File: src/rtl/sm4c_pkg.sv
// ----------------------------------------------------------------------------
// sm4c_pkg
// shared constants, the sbox table and a helper function for the sm4 cfb stream core
// ----------------------------------------------------------------------------
package sm4c_pkg;

   localparam int BLOCK_BYTES = 16;
   localparam int ROUND_COUNT = 32;
   localparam int RK_AW       = $clog2(ROUND_COUNT);

   // register indexes on the configuration port
   localparam logic [2:0] REG_KEY_HIGH = 3'd0;
   localparam logic [2:0] REG_KEY_LOW  = 3'd1;
   localparam logic [2:0] REG_IV_HIGH  = 3'd2;
   localparam logic [2:0] REG_IV_LOW   = 3'd3;
   localparam logic [2:0] REG_SEGMENT  = 3'd4;
   localparam logic [2:0] REG_DECRYPT  = 3'd5;

   localparam logic [127:0] FK = 128'ha3b1bac6_56aa3350_677d9197_b27022dc;

   localparam logic [7:0] SBOX [256] = '{
      8'hd6,8'h90,8'he9,8'hfe,8'hcc,8'he1,8'h3d,8'hb7,8'h16,8'hb6,8'h14,8'hc2,8'h28,8'hfb,8'h2c,8'h05,
      8'h2b,8'h67,8'h9a,8'h76,8'h2a,8'hbe,8'h04,8'hc3,8'haa,8'h44,8'h13,8'h26,8'h49,8'h86,8'h06,8'h99,
      8'h9c,8'h42,8'h50,8'hf4,8'h91,8'hef,8'h98,8'h7a,8'h33,8'h54,8'h0b,8'h43,8'hed,8'hcf,8'hac,8'h62,
      8'he4,8'hb3,8'h1c,8'ha9,8'hc9,8'h08,8'he8,8'h95,8'h80,8'hdf,8'h94,8'hfa,8'h75,8'h8f,8'h3f,8'ha6,
      8'h47,8'h07,8'ha7,8'hfc,8'hf3,8'h73,8'h17,8'hba,8'h83,8'h59,8'h3c,8'h19,8'he6,8'h85,8'h4f,8'ha8,
      8'h68,8'h6b,8'h81,8'hb2,8'h71,8'h64,8'hda,8'h8b,8'hf8,8'heb,8'h0f,8'h4b,8'h70,8'h56,8'h9d,8'h35,
      8'h1e,8'h24,8'h0e,8'h5e,8'h63,8'h58,8'hd1,8'ha2,8'h25,8'h22,8'h7c,8'h3b,8'h01,8'h21,8'h78,8'h87,
      8'hd4,8'h00,8'h46,8'h57,8'h9f,8'hd3,8'h27,8'h52,8'h4c,8'h36,8'h02,8'he7,8'ha0,8'hc4,8'hc8,8'h9e,
      8'hea,8'hbf,8'h8a,8'hd2,8'h40,8'hc7,8'h38,8'hb5,8'ha3,8'hf7,8'hf2,8'hce,8'hf9,8'h61,8'h15,8'ha1,
      8'he0,8'hae,8'h5d,8'ha4,8'h9b,8'h34,8'h1a,8'h55,8'had,8'h93,8'h32,8'h30,8'hf5,8'h8c,8'hb1,8'he3,
      8'h1d,8'hf6,8'he2,8'h2e,8'h82,8'h66,8'hca,8'h60,8'hc0,8'h29,8'h23,8'hab,8'h0d,8'h53,8'h4e,8'h6f,
      8'hd5,8'hdb,8'h37,8'h45,8'hde,8'hfd,8'h8e,8'h2f,8'h03,8'hff,8'h6a,8'h72,8'h6d,8'h6c,8'h5b,8'h51,
      8'h8d,8'h1b,8'haf,8'h92,8'hbb,8'hdd,8'hbc,8'h7f,8'h11,8'hd9,8'h5c,8'h41,8'h1f,8'h10,8'h5a,8'hd8,
      8'h0a,8'hc1,8'h31,8'h88,8'ha5,8'hcd,8'h7b,8'hbd,8'h2d,8'h74,8'hd0,8'h12,8'hb8,8'he5,8'hb4,8'hb0,
      8'h89,8'h69,8'h97,8'h4a,8'h0c,8'h96,8'h77,8'h7e,8'h65,8'hb9,8'hf1,8'h09,8'hc5,8'h6e,8'hc6,8'h84,
      8'h18,8'hf0,8'h7d,8'hec,8'h3a,8'hdc,8'h4d,8'h20,8'h79,8'hee,8'h5f,8'h3e,8'hd7,8'hcb,8'h39,8'h48
   };

   // key schedule constant for one round: byte j is ((4r+j)*7) mod 256
   function automatic logic [31:0] ck_word(input logic [RK_AW-1:0] r);
      logic [9:0] prod;
      logic [31:0] w;
      w = '0;
      for (int j = 0; j < 4; j++) begin
         prod = ({3'b000, r, 2'b00} + 10'(j)) * 10'd7;
         w = {w[23:0], prod[7:0]};
      end
      return w;
   endfunction

endpackage

File: src/rtl/sm4c_ram.sv
// ----------------------------------------------------------------------------
// sm4c_ram
// generic single-port-write ram with one registered read port
// ----------------------------------------------------------------------------
module sm4c_ram #(
   parameter int WIDTH = 32,
   parameter int DEPTH = 32
) (
   input  logic                     clock,
   input  logic                     wr_en,
   input  logic [$clog2(DEPTH)-1:0] wr_addr,
   input  logic [WIDTH-1:0]         wr_data,
   input  logic [$clog2(DEPTH)-1:0] rd_addr,
   output logic [WIDTH-1:0]         rd_data
);

   logic [WIDTH-1:0] mem_ff [DEPTH];
   logic [WIDTH-1:0] rd_data_ff;

   // write port and registered read
   always_ff @(posedge clock) begin
      if (wr_en) begin
         mem_ff[wr_addr] <= wr_data;
      end
      rd_data_ff <= mem_ff[rd_addr];
   end

   assign rd_data = rd_data_ff;

endmodule

File: src/rtl/sm4c_round.sv
// ----------------------------------------------------------------------------
// sm4c_round
// one sm4 round, shared by the key schedule and the block encryption
// ----------------------------------------------------------------------------
module sm4c_round (
   input  logic [127:0] work,
   input  logic [31:0]  rkey,
   input  logic         key_mode,
   output logic [31:0]  next_word
);
   import sm4c_pkg::*;

   logic [31:0] mix;
   logic [31:0] subst;
   logic [31:0] lin;

   // non-linear layer
   always_comb begin
      mix = work[95:64] ^ work[63:32] ^ work[31:0] ^ rkey;
      for (int i = 0; i < 4; i++) begin
         subst[8*i +: 8] = SBOX[mix[8*i +: 8]];
      end
   end

   // linear layer: key schedule or data path variant
   always_comb begin
      if (key_mode) begin
         lin = subst ^ {subst[18:0], subst[31:19]} ^ {subst[8:0], subst[31:9]};
      end else begin
         lin = subst ^ {subst[29:0], subst[31:30]} ^ {subst[21:0], subst[31:22]}
             ^ {subst[13:0], subst[31:14]} ^ {subst[7:0], subst[31:8]};
      end
      next_word = work[127:96] ^ lin;
   end

endmodule

File: src/rtl/sm4_cfb_stream_cipher_core.sv
// ----------------------------------------------------------------------------
// sm4_cfb_stream_cipher_core
// sm4 cipher feedback stream core, one byte per item, segment of 1..16 bytes
// ----------------------------------------------------------------------------
// usage:
//   req channel: tdata = data byte, tuser = first (restart message), tlast =
//   last byte of message. rsp channel: tdata = byte xor keystream, tlast =
//   copy of last. key, iv, segment size and mode are written over the csr
//   port (64-bit registers at byte address 8*index) between messages.
// timing:
//   one round of a single shared sm4 round unit runs per cycle.
//   an item with first set runs the key schedule, then an sm4 block pass;
//   an item opening a segment takes the block pass only; other items go
//   straight to the output step. req_tready is low from acceptance until
//   the result is loaded into the output register, so a new byte is taken
//   only after the last one is through.
// reset: segment size 16, encrypt, key/iv zero, feedback register zero.
// stall: a result waits in the output register; the block finishes the next
//   item up to its result and holds there until the slot is free.
// ----------------------------------------------------------------------------
module sm4_cfb_stream_cipher_core (
   input  logic        clock,
   input  logic        reset,
   input  logic        req_tvalid,
   output logic        req_tready,
   input  logic [7:0]  req_tdata,   // [7:0] data_byte
   input  logic        req_tuser,   // [0] first
   input  logic        req_tlast,
   output logic        rsp_tvalid,
   input  logic        rsp_tready,
   output logic [7:0]  rsp_tdata,   // [7:0] out_byte
   output logic        rsp_tlast,
   input  logic        csr_psel,
   input  logic        csr_penable,
   input  logic        csr_pwrite,
   input  logic [5:0]  csr_paddr,
   input  logic [63:0] csr_pwdata,
   output logic [63:0] csr_prdata,
   output logic        csr_pready
);
   import sm4c_pkg::*;

   localparam logic [2:0] ST_IDLE = 3'd0;
   localparam logic [2:0] ST_KEYX = 3'd1;
   localparam logic [2:0] ST_PREF = 3'd2;
   localparam logic [2:0] ST_ENC  = 3'd3;
   localparam logic [2:0] ST_OUT  = 3'd4;

   logic [2:0]   state_ff, state_in;
   logic [63:0]  key_high_ff, key_low_ff, iv_high_ff, iv_low_ff;
   logic [4:0]   seg_cfg_ff;
   logic         decrypt_ff;
   logic [127:0] work_ff, work_in;
   logic [127:0] fb_ff, fb_in;
   logic [127:0] ks_ff, ks_in;
   logic [127:0] fill_ff, fill_in;
   logic [3:0]   pos_ff, pos_in;
   logic [4:0]   cnt_ff, cnt_in;
   logic [7:0]   data_ff;
   logic         last_ff;
   logic         rsp_valid_ff, rsp_valid_in;
   logic [7:0]   rsp_data_ff, rsp_data_in;
   logic         rsp_last_ff, rsp_last_in;
   logic         csr_wr;
   logic [2:0]   csr_idx;
   logic         req_acc;
   logic [31:0]  nx;
   logic [31:0]  rk_rd;
   logic [31:0]  round_key;
   logic         key_mode;
   logic         rk_we;
   logic [4:0]   rk_raddr;
   logic [4:0]   seg;
   logic [7:0]   o_byte;
   logic [4:0]   len;
   logic         close_seg;
   logic [4:0]   src;
   logic [4:0]   tail_i;

   // configuration port
   assign csr_pready = 1'b1;
   assign csr_idx    = csr_paddr[5:3];
   assign csr_wr     = csr_psel & csr_penable & csr_pwrite;

   always_ff @(posedge clock) begin
      if (reset) begin
         key_high_ff <= '0;
         key_low_ff  <= '0;
         iv_high_ff  <= '0;
         iv_low_ff   <= '0;
         seg_cfg_ff  <= 5'd16;
         decrypt_ff  <= 1'b0;
      end else if (csr_wr) begin
         case (csr_idx)
            REG_KEY_HIGH: key_high_ff <= csr_pwdata;
            REG_KEY_LOW:  key_low_ff  <= csr_pwdata;
            REG_IV_HIGH:  iv_high_ff  <= csr_pwdata;
            REG_IV_LOW:   iv_low_ff   <= csr_pwdata;
            REG_SEGMENT:  seg_cfg_ff  <= csr_pwdata[4:0];
            REG_DECRYPT:  decrypt_ff  <= csr_pwdata[0];
            default: ;
         endcase
      end
   end

   always_comb begin
      case (csr_idx)
         REG_KEY_HIGH: csr_prdata = key_high_ff;
         REG_KEY_LOW:  csr_prdata = key_low_ff;
         REG_IV_HIGH:  csr_prdata = iv_high_ff;
         REG_IV_LOW:   csr_prdata = iv_low_ff;
         REG_SEGMENT:  csr_prdata = {59'd0, seg_cfg_ff};
         REG_DECRYPT:  csr_prdata = {63'd0, decrypt_ff};
         default:      csr_prdata = '0;
      endcase
   end

   // round key store and shared round unit
   assign key_mode  = (state_ff == ST_KEYX);
   assign round_key = key_mode ? ck_word(cnt_ff) : rk_rd;
   assign rk_we     = key_mode;
   assign rk_raddr  = (state_ff == ST_ENC) ? cnt_ff + 5'd1 : 5'd0;

   sm4c_ram #(.WIDTH(32), .DEPTH(ROUND_COUNT)) u_rk_ram (
      .clock   (clock),
      .wr_en   (rk_we),
      .wr_addr (cnt_ff),
      .wr_data (nx),
      .rd_addr (rk_raddr),
      .rd_data (rk_rd)
   );

   sm4c_round u_round (
      .work      (work_ff),
      .rkey      (round_key),
      .key_mode  (key_mode),
      .next_word (nx)
   );

   // segment size clamp and output byte
   always_comb begin
      if (seg_cfg_ff == 5'd0) begin
         seg = 5'd1;
      end else if (seg_cfg_ff > 5'd16) begin
         seg = 5'd16;
      end else begin
         seg = seg_cfg_ff;
      end
      o_byte    = data_ff ^ ks_ff[8*(15 - pos_ff) +: 8];
      close_seg = ({1'b0, pos_ff} + 5'd1 >= seg) | last_ff;
      len       = ({1'b0, pos_ff} + 5'd1 < seg) ? {1'b0, pos_ff} + 5'd1 : seg;
   end

   // feedback fill and shift of the register
   always_comb begin
      src     = '0;
      tail_i  = '0;
      fill_in = fill_ff;
      fill_in[8*pos_ff +: 8] = decrypt_ff ? data_ff : o_byte;
      fb_in = fb_ff;
      for (int j = 0; j < BLOCK_BYTES; j++) begin
         if (5'(j) < 5'd16 - seg) begin
            src = 5'(j) + seg;
            fb_in[8*(15 - j) +: 8] = fb_ff[8*(15 - src[3:0]) +: 8];
         end else begin
            tail_i = 5'(j) + seg - 5'd16;
            if (tail_i < len) begin
               fb_in[8*(15 - j) +: 8] = fill_in[8*tail_i[3:0] +: 8];
            end
         end
      end
   end

   // sequencer
   assign req_tready = (state_ff == ST_IDLE);
   assign req_acc    = req_tvalid & req_tready;

   always_comb begin
      state_in     = state_ff;
      work_in      = work_ff;
      cnt_in       = cnt_ff;
      ks_in        = ks_ff;
      pos_in       = pos_ff;
      rsp_valid_in = rsp_valid_ff & ~rsp_tready;
      rsp_data_in  = rsp_data_ff;
      rsp_last_in  = rsp_last_ff;
      case (state_ff)
         ST_IDLE: begin
            if (req_acc) begin
               if (req_tuser) begin
                  work_in  = {key_high_ff, key_low_ff} ^ FK;
                  cnt_in   = '0;
                  pos_in   = '0;
                  state_in = ST_KEYX;
               end else if (pos_ff == 4'd0) begin
                  state_in = ST_PREF;
               end else begin
                  state_in = ST_OUT;
               end
            end
         end
         ST_KEYX: begin
            work_in = {work_ff[95:0], nx};
            cnt_in  = cnt_ff + 5'd1;
            if (cnt_ff == 5'(ROUND_COUNT - 1)) begin
               state_in = ST_PREF;
            end
         end
         ST_PREF: begin
            work_in  = fb_ff;
            cnt_in   = '0;
            state_in = ST_ENC;
         end
         ST_ENC: begin
            work_in = {work_ff[95:0], nx};
            cnt_in  = cnt_ff + 5'd1;
            if (cnt_ff == 5'(ROUND_COUNT - 1)) begin
               ks_in    = {nx, work_ff[31:0], work_ff[63:32], work_ff[95:64]};
               state_in = ST_OUT;
            end
         end
         ST_OUT: begin
            if (!rsp_valid_ff || rsp_tready) begin
               rsp_valid_in = 1'b1;
               rsp_data_in  = o_byte;
               rsp_last_in  = last_ff;
               pos_in       = close_seg ? 4'd0 : pos_ff + 4'd1;
               state_in     = ST_IDLE;
            end
         end
         default: state_in = ST_IDLE;
      endcase
   end

   always_ff @(posedge clock) begin
      if (reset) begin
         state_ff     <= ST_IDLE;
         pos_ff       <= '0;
         fb_ff        <= '0;
         rsp_valid_ff <= 1'b0;
         cnt_ff       <= '0;
      end else begin
         state_ff     <= state_in;
         pos_ff       <= pos_in;
         rsp_valid_ff <= rsp_valid_in;
         cnt_ff       <= cnt_in;
         if (req_acc && req_tuser) begin
            fb_ff <= {iv_high_ff, iv_low_ff};
         end else if (state_ff == ST_OUT && state_in == ST_IDLE && close_seg) begin
            fb_ff <= fb_in;
         end
      end
   end

   // payload registers
   always_ff @(posedge clock) begin
      work_ff     <= work_in;
      ks_ff       <= ks_in;
      rsp_data_ff <= rsp_data_in;
      rsp_last_ff <= rsp_last_in;
      if (req_acc) begin
         data_ff <= req_tdata;
         last_ff <= req_tlast;
      end
      if (state_ff == ST_OUT && state_in == ST_IDLE) begin
         fill_ff <= fill_in;
      end
   end

   assign rsp_tvalid = rsp_valid_ff;
   assign rsp_tdata  = rsp_data_ff;
   assign rsp_tlast  = rsp_last_ff;

endmodule

File: config.mk
export PLATFORM = sky130hd
export DESIGN_NAME = sm4_cfb_stream_cipher_core
export DESIGN_NICKNAME = d
export VERILOG_FILES = /design/src/rtl/sm4c_pkg.sv /design/src/rtl/sm4c_ram.sv /design/src/rtl/sm4c_round.sv /design/src/rtl/sm4_cfb_stream_cipher_core.sv
export SDC_FILE = /design/constraint.sdc
export NUM_CORES = 2
export LEC_CHECK = 0
export ABC_AREA = 0
export ABC_CLOCK_PERIOD_IN_PS = 10900
export CAP_MARGIN = 20
export CORE_MARGIN = 8
export CORE_UTILIZATION = 40
export DETAILED_ROUTE_END_ITERATION = 7
export DONT_BUFFER_PORTS = 1
export REMOVE_ABC_BUFFERS = 1
export SETUP_SLACK_MARGIN = 0.15
export SKIP_CTS_REPAIR_TIMING = 1
export SLEW_MARGIN = 40
export SYNTH_ARGS = -nofsm -noshare
export SYNTH_HDL_FRONTEND = slang
export SYNTH_HIERARCHICAL = 1
export SYNTH_SLANG_ARGS = --single-unit
File: constraint.sdc
create_clock -name clock -period 10.9 [get_ports clock]
set_clock_uncertainty 0.05 [all_clocks]
set_input_delay 2.18 -clock clock [delete_from_list [all_inputs] [get_ports clock]]
set_output_delay 2.18 -clock clock [all_outputs]
set_load 0.05 [all_outputs]
==> results by group <==
Run
  • Max-cap viol count: 0

Synth
  • Share of the yosys chip area belonging to registers: 47.53%
  • Yosys Warn Count: 6
  • Post-Synthesis Cells: 10.83k
  • Area leader, netlist: edfxtp_1
  • Largest family of logic cells by synthesized area: compound AO/OA/AOI/OAI gates
  • Synth area leaders: edfxtp_1 (39%), mux2i_1 (8.9%), dfxtp_1 (8.0%)
  • Synth unique cells: 132
  • Mux cell area share after synthesis: 11.24%
  • Post-synth ARST share: 0%
  • Synthesis-stage register bit count: 1,861
  • Synthesized area per cell: about 10 um2
  • Area of the mapped netlist: between 100,000 and 150,000 um2
  • Post-Synth Simple-Gate Area: 12.79%
  • Most common library cells after synthesis: nand2_1 (1,709), edfxtp_1 (1,426), mux2i_1 (962)
  • Top_reg_cell synth: edfxtp_1
  • Top-area cell type share of the netlist area: 39.50%
  • Post-synthesis xor/xnor area fraction: under 10%
  • Count leader, synth: nand2_1
  • Synthesized-area fraction occupied by adder cells: 1.320%
  • Number of flops mapped to enable cells by yosys: roughly 1.4k
  • Compound-Gate Fraction of Synth Area: between 10% and 20%

Clock network
  • CTS buffer count: 200
  • Clk pin slew, worst setup/hold paths: ~0.060 ns
  • Clk sink count: 1,861
  • H-tree lvl count: 4
  • Max Root-Sink Buffers: 4
  • CTS tree: done
  • Clk_lat worst skew: approximately 0.90 ns
  • Clk Tree Root Cell: clkbuf_16

Floorplan
  • Core ar.: 270,300 um2
  • DIE AREA: 288,000 um2
  • Num rows: 191
  • Starting Density: 40.11%
  • Die X: 536.6 um
  • Die height: ~540 um
  • IO Pins: ~160

Detailed routing
  • DRC: 0
  • Routed Wire Length: 486,500 um
  • Avg WL per Cell: 34.26 um
  • Initial DRT Pass Iterations: 6
  • Final ANT Viol Nets: 0
  • Starting DRC count in detailed routing: 14.62k
  • Vias per inst: roughly 6.7
  • Via Count: 95.22k

Global route
  • First-pass GRT wire length: 679,000 um
  • Congestion Overflow GR: 0
  • GRT Total Usage: 32.21%
  • Vias in the first global route: 87.42k
  • Initial antenna violation count: 14
  • Largest net degree at the start of global routing: 338

Cells and area
  • Multi-input logic area: ~54,000 um2
  • Fillers: 25.17k
  • Nets: 10.65k
  • Flip-flop and latch area: 51,540 um2
  • Layout cells sized above 1: approximately 11%
  • Area Overhead vs Synth: 10.66%

Worst setup path
  • CP Launch Type: flop
  • RR Startpoint: state_ff[0]$_SDFF_PP0_
  • Crit. End Element: flop
  • Crit-path max FO: 66
  • CP Class: flop to flop
  • Worst Setup SP: state_ff[0]$_SDFF_PP0_
  • CP Data Arrival Time: between 9 and 10 ns
  • RR Endpoint: work_ff[6]$_DFFE_PP_
  • Crit path required time: 11.52 ns
  • Reg2Reg Setup Slack: 2.20 ns
  • Worst-case reg-to-reg path depth: 21

Min path
  • Worst hold path type: flop to flop
  • Hold_sp: iv_high_ff[36]$_SDFFE_PP0P_
  • Hold path cells: 2
  • Hold Path End: iv_high_ff[36]$_SDFFE_PP0P_

Placed design
  • Post-DP HPWL: 338,500 um
  • I/O Buffers: 0
  • Placement Setup Slack: between 2 and 2.5 ns
  • GPL Wtd Cong: 1.022

STA
  • Slew Limit Fails: 126
  • Fin. Hold Viols: 0
  • Worst slew margin: -16.58%
  • Fmax: approximately 120 MHz
  • Setup violators final: 0
  • Setup WS post-layout: roughly 2.2 ns
  • Unrepaired setup endpoints after global routing: false
  • Final worst-path cycle share: 79.77%
  • Slew at the pin closest to its max-slew limit: 1.749 ns
  • Post-route minimum period: 8.695 ns

Run status
  • Failing checks: max-slew violations
  • Run status: complete, but fails checks
## worst max-delay path, cell delays in order (launching register included)
cell and delay [ns]:
dfxtp_4 0.73, nor2b_1 0.51, nand2b_2 0.47, inv_2 0.30
buf_4 0.58, nand3_1 0.28, o21a_1 0.26, xnor2_2 0.46
xor2_4 0.64, buf_4 0.44, nand2_1 0.51, o221a_2 0.47
nor4_1 0.28, o32ai_1 0.14, o22ai_2 0.52, xor2_2 0.18
xor2_1 0.19, o21ai_0 0.32, xnor2_2 0.16, buf_4 0.54
a22oi_1 0.19, o22ai_1 0.17
## metrics by stage
stage / area [um2] / hold slack, ns / std cells / utilization [%] / TNS, ns
6_report: 120000 / 0.4239 / 14202 / 44.39 / 0
4_1_cts: 119800 / 0.4220 / 14185 / 44.32 / 0
3_5_place_dp: 113200 / 0.4116 / 13819 / 41.87 / 0
3_3_place_gp: 112500 / 0.4061 / 13794 / 41.62 / 0
2_1_floorplan: 104100 / 0.3892 / 9885 / - / -4128.22
5_1_grt: 119900 / 0.4389 / 14192 / 44.38 / 0
## logic make-up (layout without fill, tap and decap cells)
| group | count (synthesis) | count (layout) |
|---|---|---|
| xor gates and xnor gates | 333 | 333 |
| muxes | 1099 | 1099 |
| AOI/OAI and AO/OA | 3148 | 3148 |
| DFF | 1861 | 1861 |
| adders and majority gates | 110 | 110 |
| and+or+nand+nor | 3214 | 3214 |
| buffers and inverters | 1063 | 852 |
| other | 1 | 15 |
## layout by cell type, fill, tap and decap left out, types with 40 or more instances in the layout
cell       Yosys  final
mux2_2        45     45
edfxtp_1    1426   1426
buf_4         54    324
a311oi_1      66     62
or3_1         52     52
o21ai_1       52     60
o31ai_1       61     59
ha_1         100     97
a221oi_1      55     54
clkbuf_16      0    203
o221ai_1     125    123
a21oi_1      765    761
nor2_1       582    529
o211ai_1     124    124
o311ai_0      58     57
a31oi_1      253    250
inv_1         95     88
o21ai_0      419    407
mux2i_1      962    960
nand3_1      306    304
and3_1       109    106
o22ai_1      135    133
mux4_2        90     90
clkbuf_1     570     43
nand2_1     1709   1701
a22oi_1      398    398
xnor2_2       10     69
nor2_4         1     40
dfxtp_1      435    430
and2_1        48     44
a211oi_1      99     98
a22o_1        80     80
nor3_1       205    198
xor2_1       119    103
xnor2_1      194    132
## sequential cells by signal, summed over array words and instances (netlist names), 3 cells and up
register / count
u_rk_ram/mem_ff: 1024
iv_high_ff: 64
ks_ff: 128
u_rk_ram/rd_data: 32
iv_low_ff: 64
key_low_ff: 64
rsp_tdata: 8
state_ff: 3
fb_ff: 128
work_ff: 128
seg_cfg_ff: 5
key_high_ff: 64
data_ff: 8
fill_ff: 128
cnt_ff: 5
pos_ff: 4
## worst max path at each step
stage,end,slack [ns],depth (start not counted)
after floorplan,u_rk_ram/rd_data[0]$_DFF_P_,-24.99,8
after global placement,work_ff[6]$_DFFE_PP_,2.56,21
after detailed placement,work_ff[6]$_DFFE_PP_,2.50,21
after CTS,work_ff[6]$_DFFE_PP_,2.42,21
after global routing,work_ff[6]$_DFFE_PP_,1.93,21
final,work_ff[6]$_DFFE_PP_,2.20,21
## routing by layer
metal  GRT usage (%)  vias to the layer above  share of wire (%)
met1           42.85                    47190                 39
met4           18.26                       10                7.2
met3           8.263                     1187                 12
li1                -                    40404                  -
met2           47.65                     6426                 42
met5               0                        -              0.012
## area by class of cell
type	instances	area share [%]
diodes	14	0.02920
clock buffers	267	4.610
clock inverters	99	0.9084
inverters	119	0.3942
multi-input cells	7905	44.72
flip-flops and latches	1861	42.96
well taps	3570	3.723
repair buffers	367	2.659
Power is not shown: default switching activity piles up to over one toggle a cycle in this logic, so the estimate is an artifact.
